$ cat config.mk
export PLATFORM = sky130hd
export DESIGN_NAME = hpq_ctrl
export DESIGN_NICKNAME = d
export VERILOG_FILES = /design/src/rtl/core/hpq_pkg.sv /design/src/rtl/core/hpq_ctrl.sv
export VERILOG_INCLUDE_DIRS = /design/src /design/src/rtl/core
export SDC_FILE = /design/constraint.sdc
export NUM_CORES = 1
export LEC_CHECK = 0
export BUFFER_PORTS_ARGS = -buffer_cell sky130_fd_sc_hd__buf_2
export CORE_MARGIN = 5
export CORE_UTILIZATION = 52
export CTS_CLUSTER_DIAMETER = 80
export DETAILED_ROUTE_END_ITERATION = 8
export GPL_TIMING_DRIVEN = 0
export PLACE_DENSITY = 0.76
export SLEW_MARGIN = 20
export SYNTH_ARGS = -nofsm -noshare
export SYNTH_HDL_FRONTEND = slang
export SYNTH_SLANG_ARGS = --single-unit
$ cat constraint.sdc
create_clock -name clk_i -period 5.1 [get_ports clk_i]
set_input_delay 0.255 -clock clk_i [delete_from_list [all_inputs] [get_ports clk_i]]
set_output_delay 0.255 -clock clk_i [all_outputs]
set_load 0.005 [all_outputs]
$ cat src/rtl/core/max_heap_priority_queue_unit_defines.svh
// ----------------------------------------------------------------------------
// Heap priority queue assertion macros
// Clocked, reset-qualified property checks used by the heap sequencer.
// ----------------------------------------------------------------------------
`ifndef MAX_HEAP_PRIORITY_QUEUE_UNIT_DEFINES_SVH
`define MAX_HEAP_PRIORITY_QUEUE_UNIT_DEFINES_SVH

// Property must hold at every clock edge outside reset.
`define HPQ_ASSERT(lbl, prop, msg) \
  lbl: assert property (@(posedge clk_i) disable iff (!rst_ni) prop) else $error(msg);

// Expression must never be true outside reset.
`define HPQ_ASSERT_NEVER(lbl, expr, msg) \
  `HPQ_ASSERT(lbl, !(expr), msg)

`endif

$ cat src/rtl/core/hpq_pkg.sv
`timescale 1ns / 1ps
`default_nettype none
// ----------------------------------------------------------------------------
// Heap priority queue package
// Sizes, opcodes, sequencer states and the memory request bundle.
// ----------------------------------------------------------------------------
package hpq_pkg;

  localparam int unsigned DEPTH = 1024;
  localparam int unsigned AW    = $clog2(DEPTH);
  localparam int unsigned CW    = $clog2(DEPTH + 1);
  localparam int unsigned FW    = 11;
  localparam int unsigned VW    = 32;
  // index arithmetic width: holds 2k+2 and any 11-bit port value
  localparam int unsigned IW    = (AW + 2 > FW) ? AW + 2 : FW;

  localparam logic [FW-1:0] CAP_RESET = 11'd1024;

  typedef enum logic [1:0] {
    OP_EXTRACT = 2'd0,
    OP_INSERT  = 2'd1,
    OP_DELETE  = 2'd2,
    OP_UNUSED  = 2'd3
  } op_e;

  typedef enum logic [5:0] {
    ST_IDLE     = 6'b000001,
    ST_FETCH    = 6'b000010,
    ST_RISE     = 6'b000100,
    ST_RISE_CMP = 6'b001000,
    ST_SINK     = 6'b010000,
    ST_SINK_CMP = 6'b100000
  } state_e;

  typedef struct packed {
    logic                 we;
    logic [AW-1:0]        waddr;
    logic signed [VW-1:0] wdata;
    logic [AW-1:0]        raddr_a;
    logic [AW-1:0]        raddr_b;
  } ram_req_t;

endpackage
`default_nettype wire

$ cat src/rtl/core/hpq_ctrl.sv
`timescale 1ns / 1ps
`default_nettype none
// ----------------------------------------------------------------------------
// Heap priority queue sequencer
// Runs extract, insert and delete as hole-based sift-up / sift-down walks
// over the heap RAM, each level taking a read state and a compare state.
// ----------------------------------------------------------------------------
`include "max_heap_priority_queue_unit_defines.svh"

module hpq_ctrl (
  input  wire logic                          clk_i,
  input  wire logic                          rst_ni,
  input  wire logic                          start,
  output logic                               busy,
  input  wire logic [1:0]                    opcode_i,
  input  wire logic signed [hpq_pkg::VW-1:0] item_value_i,
  input  wire logic [hpq_pkg::FW-1:0]        slot_index_i,
  input  wire logic [hpq_pkg::CW-1:0]        cap_i,
  output hpq_pkg::ram_req_t                  ram_req_o,
  input  wire logic signed [hpq_pkg::VW-1:0] rdata_a_i,
  input  wire logic signed [hpq_pkg::VW-1:0] rdata_b_i,
  output logic                               done_o,
  output logic                               status_o,
  output logic [hpq_pkg::FW-1:0]             position_o,
  output logic signed [hpq_pkg::VW-1:0]      result_value_o
);
  import hpq_pkg::*;

  state_e               state_q, state_d;
  logic [1:0]           op_q, op_d;
  logic [CW-1:0]        cnt_q, cnt_d;
  logic [AW-1:0]        k_q, k_d;
  logic signed [VW-1:0] cur_q, cur_d;
  logic signed [VW-1:0] res_q, res_d;
  logic                 has2_q, has2_d;
  logic                 done_q, done_d;
  logic                 status_q, status_d;
  logic [FW-1:0]        position_q, position_d;
  logic signed [VW-1:0] result_q, result_d;

  logic [IW-1:0]        cnt_x, cap_x, slot_x, k_x, c_x, c1_x;
  logic                 rise_end;
  logic signed [VW-1:0] big;
  logic [AW-1:0]        big_idx;

  assign cnt_x  = IW'(cnt_q);
  assign cap_x  = IW'(cap_i);
  assign slot_x = IW'(slot_index_i);
  assign k_x    = IW'(k_q);
  assign c_x    = (k_x << 1) + IW'(1);
  assign c1_x   = c_x + IW'(1);

  // larger child; left wins a tie
  always_comb begin
    if (has2_q && (rdata_a_i < rdata_b_i)) begin
      big     = rdata_b_i;
      big_idx = AW'(c1_x);
    end else begin
      big     = rdata_a_i;
      big_idx = AW'(c_x);
    end
  end

  always_comb begin
    state_d    = state_q;
    op_d       = op_q;
    cnt_d      = cnt_q;
    k_d        = k_q;
    cur_d      = cur_q;
    res_d      = res_q;
    has2_d     = has2_q;
    done_d     = 1'b0;
    status_d   = status_q;
    position_d = position_q;
    result_d   = result_q;
    ram_req_o  = '0;
    rise_end   = 1'b0;

    case (state_q)
      ST_IDLE: begin
        if (start) begin
          op_d = opcode_i;
          // error unless a legal branch below takes the item
          done_d     = 1'b1;
          status_d   = 1'b1;
          position_d = '0;
          result_d   = '0;
          case (opcode_i)
            OP_EXTRACT: begin
              if (cnt_q != '0) begin
                done_d            = 1'b0;
                ram_req_o.raddr_a = '0;
                ram_req_o.raddr_b = AW'(cnt_x - IW'(1));
                state_d           = ST_FETCH;
              end
            end
            OP_INSERT: begin
              if (cnt_x < cap_x) begin
                done_d  = 1'b0;
                cur_d   = item_value_i;
                k_d     = AW'(cnt_x);
                cnt_d   = CW'(cnt_x + IW'(1));
                state_d = ST_RISE;
              end
            end
            OP_DELETE: begin
              if ((slot_x != '0) && (slot_x <= cnt_x)) begin
                done_d            = 1'b0;
                ram_req_o.raddr_a = AW'(slot_x - IW'(1));
                ram_req_o.raddr_b = AW'(cnt_x - IW'(1));
                k_d               = AW'(slot_x - IW'(1));
                state_d           = ST_FETCH;
              end
            end
            default: begin
              done_d = 1'b1;
            end
          endcase
        end
      end

      ST_FETCH: begin
        res_d = rdata_a_i;
        cnt_d = CW'(cnt_x - IW'(1));
        if (op_q == OP_EXTRACT) begin
          if (cnt_x == IW'(1)) begin
            done_d     = 1'b1;
            status_d   = 1'b0;
            position_d = '0;
            result_d   = rdata_a_i;
            state_d    = ST_IDLE;
          end else begin
            cur_d   = rdata_b_i;
            k_d     = '0;
            state_d = ST_SINK;
          end
        end else begin
          // removing the last entry: no sift
          if (k_x == cnt_x - IW'(1)) begin
            done_d     = 1'b1;
            status_d   = 1'b0;
            position_d = '0;
            result_d   = rdata_a_i;
            state_d    = ST_IDLE;
          end else begin
            cur_d   = rdata_b_i;
            state_d = ST_RISE;
          end
        end
      end

      ST_RISE: begin
        if (k_q == '0) begin
          rise_end = 1'b1;
        end else begin
          ram_req_o.raddr_a = (k_q - AW'(1)) >> 1;
          state_d           = ST_RISE_CMP;
        end
      end

      ST_RISE_CMP: begin
        if (rdata_a_i < cur_q) begin
          // move parent down into the hole
          ram_req_o.we    = 1'b1;
          ram_req_o.waddr = k_q;
          ram_req_o.wdata = rdata_a_i;
          k_d             = (k_q - AW'(1)) >> 1;
          state_d         = ST_RISE;
        end else begin
          rise_end = 1'b1;
        end
      end

      ST_SINK: begin
        if (c_x >= cnt_x) begin
          ram_req_o.we    = 1'b1;
          ram_req_o.waddr = k_q;
          ram_req_o.wdata = cur_q;
          done_d          = 1'b1;
          status_d        = 1'b0;
          position_d      = (op_q == OP_EXTRACT) ? FW'(k_x + IW'(1)) : '0;
          result_d        = res_q;
          state_d         = ST_IDLE;
        end else begin
          ram_req_o.raddr_a = AW'(c_x);
          ram_req_o.raddr_b = AW'(c1_x);
          has2_d            = (c1_x < cnt_x);
          state_d           = ST_SINK_CMP;
        end
      end

      ST_SINK_CMP: begin
        ram_req_o.we    = 1'b1;
        ram_req_o.waddr = k_q;
        if (cur_q < big) begin
          // pull larger child up into the hole
          ram_req_o.wdata = big;
          k_d             = big_idx;
          state_d         = ST_SINK;
        end else begin
          ram_req_o.wdata = cur_q;
          done_d          = 1'b1;
          status_d        = 1'b0;
          position_d      = (op_q == OP_EXTRACT) ? FW'(k_x + IW'(1)) : '0;
          result_d        = res_q;
          state_d         = ST_IDLE;
        end
      end

      default: begin
        state_d = ST_IDLE;
      end
    endcase

    if (rise_end) begin
      if (op_q == OP_INSERT) begin
        ram_req_o.we    = 1'b1;
        ram_req_o.waddr = k_q;
        ram_req_o.wdata = cur_q;
        done_d          = 1'b1;
        status_d        = 1'b0;
        position_d      = FW'(k_x + IW'(1));
        result_d        = '0;
        state_d         = ST_IDLE;
      end else begin
        state_d = ST_SINK;
      end
    end
  end

  always_ff @(posedge clk_i or negedge rst_ni) begin
    if (!rst_ni) begin
      state_q <= ST_IDLE;
      cnt_q   <= '0;
      done_q  <= 1'b0;
    end else begin
      state_q <= state_d;
      cnt_q   <= cnt_d;
      done_q  <= done_d;
    end
  end

  always_ff @(posedge clk_i) begin
    op_q       <= op_d;
    k_q        <= k_d;
    cur_q      <= cur_d;
    res_q      <= res_d;
    has2_q     <= has2_d;
    status_q   <= status_d;
    position_q <= position_d;
    result_q   <= result_d;
  end

  assign busy           = (state_q != ST_IDLE);
  assign done_o         = done_q;
  assign status_o       = status_q;
  assign position_o     = position_q;
  assign result_value_o = result_q;

  `HPQ_ASSERT(a_cnt_bound, cnt_x <= IW'(DEPTH), "entry count above depth")
  `HPQ_ASSERT(a_done_idle, done_q |-> state_q == ST_IDLE, "result while walk in flight")
  `HPQ_ASSERT_NEVER(a_we_idle, ram_req_o.we && state_q == ST_IDLE, "RAM write while idle")
  `HPQ_ASSERT(a_ins_pos,
              done_q && !status_q && op_q == OP_INSERT |-> position_q != '0,
              "insert gave zero position")
  `HPQ_ASSERT(a_cnt_move,
              !$stable(cnt_q) |-> $past(state_q == ST_IDLE && start) ||
                                  $past(state_q == ST_FETCH),
              "count moved outside accept or fetch")

endmodule
`default_nettype wire

==> impl_results.md, run 1 <==
* Status: complete, but fails checks
* Failing checks: setup timing
* Register area share after synthesis at 0.300
* Hold Slack at ~45 ps
* CP Depth at 24
* Worst EP required at roughly 4900 ps
* Hold Path Depth at 1
* CP endpoint: ram_req_o[23]
* Fin util at 0.686
* Vias in the first global route at 12273
* Root buffer cell: clkbuf_16
* Critical path launch point: rdata_a_i[22]
* Post-DP HPWL at roughly 33000 um
* Clock share of power at 0.265
* Setup_tns at -8650 ps
* N_diodes at 0
* Register bit total from synthesis at roughly 140
* Final Max Slew Viols at 0
* Syn avg cell area at between 8 and 9 sq um
* Total track usage at 0.327
* R2R setup slack at 620 ps
* Syn Inst Count at approximately 1400
* Nets at a little under 2000
* Detailed-router iteration count before antenna repair at 7
* Port bufs at 231
* Layout cells sized above 1 at 0.325
* Main synth FF type: edfxtp_1
* CP arrival at roughly 5200 ps
* First-pass GRT wire length at approximately 67000 um
* Fin Clk Skew at 13.8 ps
* Final Setup Violations at between 40 and 50
* Max-Cap Viols at 0
* Fillers at around 1800
* Post-synth EDFFs at a little under 80
* Reg power frac at 0.285
* Worst setup EP type: output pin
* Period utilization at 1.06
* Most frequent cells in the layout: buf_2 (225), ha_1 (124), nand2_1 (115)
* Post-layout worst setup margin at -304 ps
* CP top delay family: compound AO/OA/AOI/OAI gates
* Peak supply drop at roughly 190 uV
* Antenna Nets Post-Route at 0
* DIE AREA at around 0.027 sq mm
* Total length of routed wires at 47500 um
* Slowest-stage cell, CP: or4_4
* Grt ovf at 0
* DR WL/cell at 23.8 um
* Placed cell count at between 1500 and 2000
* Cell Area, Synth at 0.0122 sq mm
* Sw Pwr at approximately 2.2 mW
* P per Cell Area at between 300 and 400 mW/mm^2
* CP Cell Sequence: buf_4 -> ha_4 -> nand4_1 -> or4_4 -> a21oi_4 -> nor2_4 -> xnor2_2 -> nand2_2 -> buf_12 -> buf_6 -> a21oi_4 -> ha_1 -> a21o_1 -> a21o_1 -> a21oi_1 -> o21ai_2 -> a211o_1 -> a21oi_2 -> o21ai_4 -> xnor2_2 -> nand2_4 -> buf_6 -> o221ai_2 -> buf_2
* Fmax at around 190 MHz
* Logic gate share of total power at 0.450
* Drt initial violations at approximately 1300
* Net Sw Frac at 0.404
* Worst Setup Start Kind: input pin
* WP buf/inv at 5
* Slowest cell delay on critical path at around 620 ps
* I/O pins at about 230
* Syn_nets at roughly 1600
* Worst Max-Slew Pin Slew at 927 ps
* Via count at roughly 13000
* CTS tree: built
* Gpl congestion at a little under 1
* R2R Path Start: cur_q[31]
* RSZ-0062 raised after global routing: true
* Max FO, Critical Path at 10
* Largest net degree at the start of global routing at 42
* Rel. slew slack at 0.374
* CTS Buf Count at 17
* Cell-internal power at about 3.2 mW
* Row count at 56
* P_leak at around 7.2 nW
* Initial Utilization at 0.523
* FFs w/ async S/R, synth at 0.129
* Netlist cell types at 80
* Period minus WS final at roughly 5400 ps
* Core footprint at approximately 0.023 sq mm
* Area Overhead vs Synth at 31.2%
* Overall Power at between 5 and 6 mW
* Antenna violations before repair at 0
* CTS H-Tree Depth at 4
* HP Class: input pin to register
* Final Hold Viols at 0
* R2r endpoint: result_value_o[30]
* Clock Tree Buf Depth at 2
* CTS Sinks at ~140
* Final non-filler cell total at 1999
* CP Class: input pin to output pin
* Reg clk slew, reported paths at approximately 60 ps
* Number of remaining DRC errors at 0
* YS warnings at 0
* Die W at 163 um
* Vert. Die Dim at roughly 160 um
* Clk_lat worst skew at 440 ps
* Most common cell after layout, fill and taps aside: buf_2
* FF-to-FF path depth at 11
* Vias per cell at about 6.4
logic make-up after synthesis:
kind of cell | after synthesis | share of synthesized area
xor+xnor | 59 | 0.0448
buf+inv | 190 | 0.0668
simple gates | 345 | 0.140
fa+ha+maj | 142 | 0.146
compound gates | 449 | 0.270
mux | 39 | 0.0323
flops | 139 | 0.300
power by group through the flow:
stage / registers [mW] / clock network [mW] / logic (mW)
6_report: 1.52 / 1.41 / 2.40
2_1_floorplan: 1.50 / 0 / 1.38
3_5_place_dp: 1.54 / 0 / 2.07
4_1_cts: 1.51 / 1.40 / 2.21
3_3_place_gp: 1.53 / 0 / 2.02
5_1_grt: 1.53 / 1.46 / 2.57
cell type report:
cell class | count | area, sq um | area share
clock buffer | 18 | 439 | 0.0275
buffer | 76 | 526 | 0.0329
inverter | 114 | 450 | 0.0282
tap | 319 | 399 | 0.0250
sequential | 139 | 3640 | 0.228
timing repair buffer | 285 | 1780 | 0.111
multi-input combinational | 1034 | 8510 | 0.533
clock inverter | 14 | 208 | 0.0130
per-stage QoR:
stage	instance area, sq um	setup WS, ps
2_1_floorplan	12200	121
3_3_place_gp	13700	-1550
3_5_place_dp	13800	-1560
4_1_cts	15200	-3.49
5_1_grt	16000	-403
6_report	16000	-304
synthesized netlist by cell type, types with 4 or more instances:
library cell / n / area [sq um]
nand2b_1: 8 / 50.1
a21o_1: 28 / 210
nor3b_1: 5 / 37.5
nand2_1: 122 / 458
nor2b_1: 15 / 93.8
a221o_1: 5 / 50.1
o2bb2ai_1: 11 / 96.3
a221oi_1: 4 / 35.0
ha_1: 142 / 1780
clkbuf_1: 40 / 150
buf_2: 25 / 125
nor4_1: 11 / 68.8
o211ai_1: 15 / 113
a31oi_1: 8 / 50.1
a21oi_1: 80 / 400
nand3_1: 21 / 105
o21ai_0: 103 / 515
nand3b_1: 8 / 60.1
inv_1: 110 / 413
dfxtp_1: 44 / 881
a211oi_1: 6 / 45.0
dfrtp_1: 17 / 425
nor2_1: 76 / 285
o221ai_1: 36 / 315
or4_1: 6 / 45.0
mux2i_1: 37 / 370
xor2_1: 17 / 149
nor3_1: 17 / 85.1
buf_6: 6 / 67.6
xnor2_1: 40 / 350
o22ai_1: 10 / 62.6
a22oi_1: 7 / 52.6
o21a_1: 46 / 345
edfxtp_1: 77 / 2310
o211ai_2: 56 / 701
nand4_1: 26 / 163
and3_1: 7 / 43.8
flip-flops by register name, indices dropped and copies added, names as in the netlist:
signal	cells
cur_q	32
res_q	32
result_value_o	32
cnt_q	11
position_o	11
k_q	10
state_q	6
op_q	2
done_o	1
has2_q	1
status_o	1
repair_timing:
item	CTS	global route
endpoints found under the setup margin	89	84
hold endpoints to repair	17	0
hold buffers	1	0
pin swaps	30	48
gates resized for setup	131	109
buffers inserted	25	25
cloned	1	3
worst min-delay path by stage:
stage                       start         to  slack (ps)
finish              rdata_a_i[31]  res_q[31]          40
detailed placement         rst_ni   cnt_q[2]         220
global placement           rst_ni   cnt_q[2]         210
global route        rdata_a_i[28]  res_q[28]          30
floorplan                  rst_ni   cnt_q[0]         -40
CTS                 rdata_a_i[26]  res_q[26]          40
routing by layer:
layer	up-vias	GRT usage	share of wire
met2	859	0.541	0.46
met5	-	0	0
li1	5691	-	-
met1	6021	0.408	0.38
met3	210	0.0681	0.10
met4	0	0.155	0.055
Power figures use the tool's default switching activity.
==> run 2: changes to the inputs <==
--- a/config.mk
+++ b/config.mk
@@ -8,11 +8,11 @@
 export LEC_CHECK = 0
 export BUFFER_PORTS_ARGS = -buffer_cell sky130_fd_sc_hd__buf_2
 export CORE_MARGIN = 5
-export CORE_UTILIZATION = 52
+export CORE_UTILIZATION = 50
 export CTS_CLUSTER_DIAMETER = 80
 export DETAILED_ROUTE_END_ITERATION = 8
 export GPL_TIMING_DRIVEN = 0
-export PLACE_DENSITY = 0.76
+export PLACE_DENSITY = 0.73
 export SLEW_MARGIN = 20
 export SYNTH_ARGS = -nofsm -noshare
 export SYNTH_HDL_FRONTEND = slang
==> run 2 against run 1 <==
Against the previous run: the flow still finishes with violations (setup timing); clock skew fell by 1.8 ps; power grew 0.74%; sequential power barely moved; critical path depth up 5; worst setup slack worse by 35 ps; critical path type unchanged; critical endpoint is now ram_req_o[29]; largest cell class unchanged.
==> impl_results.md, run 2 (synthesized netlist as in run 1, its figures left out) <==
* Status: complete, but fails checks
* CTS Buf Count at 17
* Clock Tree Buf Depth at 2
* Antenna violations before repair at 1
* Rel. slew slack at 0.374
* Fin Clk Skew at 12.0 ps
* Setup WS pre-CTS at -1850 ps
* First-pass GRT wire length at just under 70000 um
* Cell-internal power at 3.20 mW
* Final Setup Violations at 57
* Nets at roughly 2000
* Total track usage at 0.315
* Largest net degree at the start of global routing at 23
* Die W at 166 um
* Vias in the first global route at ~13000
* Post-layout worst setup margin at -340 ps
* Final non-filler cell total at between 2000 and 2500
* CTS H-Tree Depth at 4
* Reg clk slew, reported paths at 60 ps
* Core footprint at about 0.024 sq mm
* Peak supply drop at 229 uV
* Worst Max-Slew Pin Slew at around 940 ps
* Slowest-stage cell, CP: a221oi_2
* Overall Power at 5.36 mW
* Max-Cap Viols at 0
* Layout cells sized above 1 at 0.346
* Gpl congestion at about 1
* Period utilization at 1.07
* Most common cell after layout, fill and taps aside: buf_2
* DR WL/cell at between 20 and 25 um
* CP Class: input pin to output pin
* Failing checks: setup timing
* Worst Setup Start Kind: input pin
* Vert. Die Dim at around 170 um
* Fmax at about 180 MHz
* Worst EP required at 4850 ps
* Reg power frac at 0.283
* Logic gate share of total power at 0.460
* Number of remaining DRC errors at 0
* HP Class: input pin to register
* Initial Utilization at 0.504
* Vias per cell at roughly 6.4
* CP arrival at slightly above 5000 ps
* Net Sw Frac at 0.404
* Most frequent cells in the layout: buf_2 (220), nand2_1 (117), ha_1 (112)
* Area Overhead vs Synth at 37.1%
* Placed cell count at roughly 1900
* Antenna Nets Post-Route at 0
* DIE AREA at 0.0275 sq mm
* RSZ-0062 raised after global routing: true
* Grt ovf at 0
* Clock share of power at 0.257
* Period minus WS final at 5440 ps
* CTS tree: built
* P_leak at 7.42 nW
* Max FO, Critical Path at 10
* Total length of routed wires at approximately 48000 um
* Slowest cell delay on critical path at 420 ps
* Final Hold Viols at 0
* Clk_lat worst skew at 450 ps
* Fin util at 0.691
* Post-DP HPWL at around 33000 um
* CTS Sinks at around 140
* Root buffer cell: clkbuf_16
* I/O pins at 232
* Port bufs at roughly 230
* Sw Pwr at 2.17 mW
* Detailed-router iteration count before antenna repair at 5
* P per Cell Area at around 320 mW/mm^2
* Worst setup EP type: output pin
* Fillers at between 1500 and 2000
* Via count at roughly 13000
* Final Max Slew Viols at 0
* Drt initial violations at 1268
* Row count at 57
run 2: cell count changes in the layout (fill, tap and decap cells not counted), moves of 4 or more:
cell,previous run,this run
buf_4,50,69
o221ai_4,3,16
ha_1,124,112
ha_4,18,29
o221ai_2,21,14
buf_16,1,7
buf_6,22,16
o221ai_1,12,6
a21oi_1,61,56
a21oi_4,7,12
buf_12,8,13
buf_2,225,220
buf_8,7,11
inv_4,6,2
run 2: worst paths after layout:
check                               from       endpoint  slack [ps]  cells after the start
setup / recovery           rdata_a_i[23]  ram_req_o[29]        -340                     29
hold / removal             rdata_a_i[27]      res_q[27]          20                      1
setup reg to reg                  has2_q         k_q[8]         610                     20
hold reg to reg            position_o[1]  position_o[1]         460                      1
max in group asynchronous         rst_ni     state_q[0]        4470                      2
min in group asynchronous         rst_ni       cnt_q[0]         290                      2
run 2: routing by layer:
layer | global-route usage | vias to the layer above | wire (um)
li1 | - | 5726 | -
met1 | 0.375 | 6196 | 17700
met2 | 0.535 | 859 | 22900
met3 | 0.0721 | 224 | 4500
met4 | 0.156 | 2 | 2800
met5 | 0 | - | 11
run 2: cell type report:
type | count | area [sq um] | area share
Tap cell | 324 | 405 | 0.0243
Clock inverter | 14 | 195 | 0.0117
Buffer | 75 | 524 | 0.0315
Inverter | 114 | 450 | 0.0270
Clock buffer | 18 | 429 | 0.0258
Multi-Input combinational cell | 1034 | 8930 | 0.536
Antenna cell | 1 | 2.50 | 0.000150
Timing Repair Buffer | 307 | 2080 | 0.125
Sequential cell | 139 | 3640 | 0.219
run 2: critical path, delay by kind of cell:
kind / cells / cell delay (ps)
AND/OR/NAND/NOR: 11 / 1780
buffers and inverters: 8 / 1320
AO/OA/AOI/OAI: 7 / 1170
adder cells (fa/ha/maj): 2 / 530
XOR/XNOR: 1 / 140
run 2: repair_timing:
action                                 4_1_cts  5_1_grt
setup buffers                               38       30
resized for setup                          211       99
endpoints found under the hold margin       17        0
pin swaps                                   49       38
cloned                                       5        0
setup endpoints to repair                   89       95
hold buffers                                 1        0
run 2: power by group through the flow:
stage          clock network (mW)  logic (mW)  registers, mW
2_1_floorplan                   0        1.38           1.50
3_3_place_gp                    0        2.01           1.53
5_1_grt                      1.41        2.64           1.54
4_1_cts                      1.36        2.26           1.51
3_5_place_dp                    0        2.06           1.53
6_report                     1.38        2.47           1.52
run 2: stage by stage:
step                hold slack (ps)  setup TNS [ps]  instance area (sq um)
floorplan                     -40.6               0                  12200
global placement                210         -156870                  13700
detailed placement              224         -142890                  13800
CTS                            29.1            -601                  15900
global route                   7.90          -13320                  16700
finish                         20.2          -10410                  16700
